**src/rtl/fct_pkg.sv**
```systemverilog
// ----------------------------------------------------------------------------
// fct_pkg - shared types and constants of the flow counter table
// Key, event and result words, status codes and state machine states.
// ----------------------------------------------------------------------------
package fct_pkg;

  localparam int FLOW_ENTRIES = 256;
  localparam int IDX_W        = (FLOW_ENTRIES > 1) ? $clog2(FLOW_ENTRIES) : 1;
  localparam int CNT_W        = $clog2(FLOW_ENTRIES + 1);
  localparam int KEY_W        = 128;
  localparam int CTR_W        = 164;
  localparam int QDEPTH       = 2;

  typedef enum logic [1:0] {
    ST_UPDATED  = 2'd0,
    ST_INSERTED = 2'd1,
    ST_DROPPED  = 2'd2,
    ST_SKIPPED  = 2'd3
  } status_t;

  typedef struct packed {
    logic [31:0] src_addr;
    logic [31:0] dst_addr;
    logic [15:0] src_port;
    logic [15:0] dst_port;
    logic [31:0] proc_id;
    logic        is_tx;
    logic [31:0] byte_count;
    logic        retransmit_flag;
    logic [3:0]  sock_state;
  } event_t;

  typedef struct packed {
    logic [1:0]  status;
    logic [7:0]  entry_index;
    logic [63:0] rx_total;
    logic [63:0] tx_total;
    logic [31:0] retransmit_total;
    logic [3:0]  conn_state;
  } result_t;

  // queue word: event plus front-end classification
  typedef struct packed {
    event_t ev;
    logic   skip;
  } job_t;

  typedef struct packed {
    logic [63:0] rx;
    logic [63:0] tx;
    logic [31:0] retr;
    logic [3:0]  st;
  } ctr_t;

  typedef enum logic [2:0] {
    BK_IDLE,
    BK_READ,
    BK_CMP,
    BK_CREAD,
    BK_CWAIT,
    BK_OUT
  } bk_state_t;

endpackage

```
**src/rtl/fct_if.sv**
```systemverilog
// ----------------------------------------------------------------------------
// fct_in_if / fct_out_if - valid/ready channels of the flow counter table
// One interface per channel with source and sink modports.
// ----------------------------------------------------------------------------
interface fct_in_if;
  logic            valid;
  logic            ready;
  fct_pkg::event_t data;
  modport source (output valid, output data, input ready);
  modport sink   (input valid, input data, output ready);
endinterface


```
**src/rtl/fct_front.sv**
```systemverilog
// ----------------------------------------------------------------------------
// fct_front - event intake and queue
// Flags zero-address events and buffers words for the back end.
// ----------------------------------------------------------------------------
module fct_front (
  input  logic           clk,
  input  logic           rst_n,
  fct_in_if.sink         in_ch,
  output logic           q_valid,
  output fct_pkg::job_t  q_data,
  input  logic           q_pop
);
  localparam int PW = $clog2(fct_pkg::QDEPTH);

  fct_pkg::job_t       buf_r [fct_pkg::QDEPTH];
  logic [PW-1:0]       wp_r, rp_r;
  logic [PW:0]         cnt_r;
  logic                push;
  fct_pkg::job_t       job;

  assign in_ch.ready = (cnt_r != (PW+1)'(fct_pkg::QDEPTH));
  assign push        = in_ch.valid && in_ch.ready;
  assign q_valid     = (cnt_r != '0);
  assign q_data      = buf_r[rp_r];

  always_comb begin
    job.ev   = in_ch.data;
    job.skip = (in_ch.data.src_addr == '0) || (in_ch.data.dst_addr == '0);
  end

  always_ff @(posedge clk) begin
    if (push) begin
      buf_r[wp_r] <= job;
    end
    if (!rst_n) begin
      wp_r  <= '0;
      rp_r  <= '0;
      cnt_r <= '0;
    end else begin
      if (push) wp_r <= wp_r + 1'b1;
      if (q_pop) rp_r <= rp_r + 1'b1;
      cnt_r <= cnt_r + (PW+1)'(push) - (PW+1)'(q_pop);
    end
  end
endmodule

```
**src/flat_wrapper.sv**
```systemverilog
// flat-port wrapper written by rule: the top's interface ports become plain ports
module fct_front_flat 
  (clk, rst_n, q_valid, q_data, q_pop, in_ch_valid, in_ch_data, in_ch_ready);
  fct_in_if in_ch_i ();
  input  logic clk;
  input  logic rst_n;
  output logic q_valid;
  output fct_pkg::job_t q_data;
  input  logic q_pop;
  input wire logic [$bits(in_ch_i.valid)-1:0] in_ch_valid;
  input wire logic [$bits(in_ch_i.data)-1:0] in_ch_data;
  output wire logic [$bits(in_ch_i.ready)-1:0] in_ch_ready;
  assign in_ch_i.valid = in_ch_valid;
  assign in_ch_i.data = in_ch_data;
  assign in_ch_ready = in_ch_i.ready;
  fct_front u_core (.clk(clk), .rst_n(rst_n), .in_ch(in_ch_i), .q_valid(q_valid), .q_data(q_data), .q_pop(q_pop));
endmodule
```
**config.mk**
```make
export PLATFORM = sky130hd
export DESIGN_NAME = fct_front_flat
export DESIGN_NICKNAME = d
export VERILOG_FILES = /design/src/rtl/fct_pkg.sv /design/src/rtl/fct_if.sv /design/src/rtl/fct_front.sv /design/src/flat_wrapper.sv
export SDC_FILE = /design/constraint.sdc
export NUM_CORES = 1
export LEC_CHECK = 0
export BUFFER_PORTS_ARGS = -buffer_cell sky130_fd_sc_hd__buf_2
export CAP_MARGIN = 20
export CORE_ASPECT_RATIO = 2
export CORE_MARGIN = 1.5
export CORE_UTILIZATION = 29
export CTS_CLUSTER_DIAMETER = 40
export DETAILED_ROUTE_END_ITERATION = 8
export PLACE_DENSITY_LB_ADDON = 0.2
export SLEW_MARGIN = 20
export SYNTH_ARGS = -nofsm -noshare
export SYNTH_HDL_FRONTEND = slang
export SYNTH_SLANG_ARGS = --single-unit
```
**constraint.sdc**
```tcl
create_clock -name clk -period 6.6 [get_ports clk]
set_input_delay 1.32 -clock clk [delete_from_list [all_inputs] [get_ports clk]]
set_output_delay 1.32 -clock clk [all_outputs]
set_load 0.005 [all_outputs]
```
==> flow_summary.toml <==
[worst_setup_path]
worstPathMaxFanout = 86
critPathTopFamily = "flip-flops"
cpPeakStageDelay_ns = 1.02
end_kind = "output port"
critPathArrivalTime_ns = 2.78
crit_slowest_cell = "dfxtp_4"
worstReg2RegStart = "u_core.cnt_r[0]$_SDFF_PN0_"
critPathBufInv = 2
crit_path_start_kind = "flop"
cp.required_ns = 5.28
crit_chain = "buf_12, mux2_2, buf_2"
path_class = "flop to output port"

[power_and_ir_drop]
power.density_mw_per_mm2 = 350.7
power_mw = 5.764
ir_drop_mv = 0.2196
p_leak_nw = 6.280

[global_route]
grt_max_degree = 97
grt_pass1_vias = 6911
grt_first_pass_wirelength_um = 42520
overflow = 0
antenna_found_initial = 7
grt_usage_pct = 12.49

[clock_network]
cts.path.max_buffers = 3
cts_setup_buffers = 0
cts_resized = 0
clk_latency_ns = 0.52
h-tree-depth = 2
cts_buffers = 36
clock-root-buffer = "clkbuf_16"
clk_pin_slew_worst_paths_ns = 0.06
cts_num_sinks = 339
cts_tree = "yes"
holdBufCountCts = 0

[timing]
fin_crit_sh_pct = 62.18
hold_violations = 0
grt_setup_unrepaired = "no"
max_slew_margin_pct = 29.44
setup_viol = 0
clock.fmax_ghz = 0.2437
finalWorstSetupSlack_ns = 2.496
timing.setup.tns_ns = 0
min_period_ns = 4.104
skew_ns = 0.01592
whs_ns = 0.5801
worst_pin_slew_ns = 1.058
maxSlewViolCount = 0

[yosys]
syn_area_per_cell_um2 = 22.94
synth_cell_types = 20
ys.warnings.count = 0
synth_top_area_share_pct = 77.37
seq_area_frac_synth_pct = 78.15
netlist_instances = 565
synth_fp_nets = 737
ys_ff_latch = 339
yosysTopAreaCell = "edfxtp_1"
synth.area.top_cells = "edfxtp_1, mux2_4, mux2_2"
synth_area_mm2 = 0.01296

[layout]
layout.nets = 1101
areaGrowthSynthToFinish_pct = 26.79
layoutNonFillerInstCount = 1513
drive_above_1_share_pct = 59.92
design_area_mm2 = 0.01643
fin_util_pct = 37.19

[floorplanning]
fp.dieH_um = 302.0
die-area_mm2 = 0.04605
pin_count = 339
row_count = 109
fp.coreArea_mm2 = 0.04419
start_util_pct = 29.34
die_w_um = 152.5

[run]
cap_violations = 0

[routing]
wl_per_cell_um = 19.85
num_vias = 6562
drtIter0Drc = 212
postRouteAntennaNets = 0
post-route-drc-count = 0
viasPerCell = 4.337
firstDrtPassIters = 6
wirelength_um = 30030

[outcome]
outcome = "finished, final reports clean"

[place]
post-place-ws_ns = 2.974
portBuffers = 338
place_inst = 1446
placed_area_mm2 = 0.01523
place.gp.congestion = 0.7064
dp_hpwl_um = 20800

[worst_hold_path]
hp-start = "u_core.rp_r$_SDFFE_PN0P_"
hold_path_class = "flop to flop"
-- report_power, final --
group | switching (mW) | internal (mW)
Combinational | 0.446 | 0.462
Clock | 0.838 | 1.20
Sequential | 0.0881 | 2.73
Total | 1.37 | 4.39
-- state kept, by name (all words and copies together), names as in the netlist, named ones only --
| register | flops |
|---|---|
| u_core.wp_r | 1 |
| u_core.buf_r | 334 |
| u_core.cnt_r | 2 |
| u_core.rp_r | 1 |
-- cells in the final DEF (no fill, tap or decap), types with 3 or more instances in the layout --
cell type   count
and2_1          5
buf_2         338
buf_4           6
bufinv_16       4
clkbuf_1        5
clkbuf_16      37
clkinv_1        3
clkinvlp_4      4
dfxtp_1         4
diode_2         5
edfxtp_1      334
inv_6           3
mux2_2         37
mux2_4        130
nand4_1         4
nor4_1         16
-- worst min-delay path, stage by stage (launching register included) --
cell,delay [ns]
dfxtp_1,0.32
xor2_1,0.07
and2_1,0.14
-- routing by layer --
metal	global-route usage, %	part of all wire, %
met1	11.65	33
met2	24.34	56
met5	0	0.070
met3	3.395	6.7
met4	6.685	4.6
-- synth_stat cells, drive strengths merged --
cell type and instances:
a21bo 1, o22ai 1, buf 19, nand3b 1
xor2 1, mux2 167, and3 1, inv 3
and2 5, xnor2 2, or2 1, a21boi 1
ha 2, edfxtp 334, dfxtp 5, nand2b 1
nor4 16, nand4 4
-- logic make-up after synthesis --
kind of cell,count (synthesis),synth area share [%]
fa+ha+maj,2,0.1930
compound gates,3,0.1835
flops,339,78.15
buf+inv,22,1.593
mux,167,18.27
xor+xnor,3,0.2027
simple gates,29,1.409
-- final timing paths --
kind	endpoint	depth (start not counted)	slack [ns]
min	u_core.rp_r$_SDFFE_PN0P_	2	0.58
max	q_data[12]	3	2.50
max reg2reg	u_core.buf_r[0][152]$_DFFE_PP_	4	3.90
min reg2reg	u_core.rp_r$_SDFFE_PN0P_	2	0.58
-- layout make-up --
cell class	instances	area [µm²]
Antenna cell	5	12.51
Timing Repair Buffer	345	1757
Inverter	3	16.27
Clock buffer	42	944.7
Fill cell	4205	27750
Clock inverter	20	245.2
Sequential cell	339	10130
Multi-Input combinational cell	204	2631
Tap cell	555	694.4
Note: power is estimated with default switching activity, not from simulation.
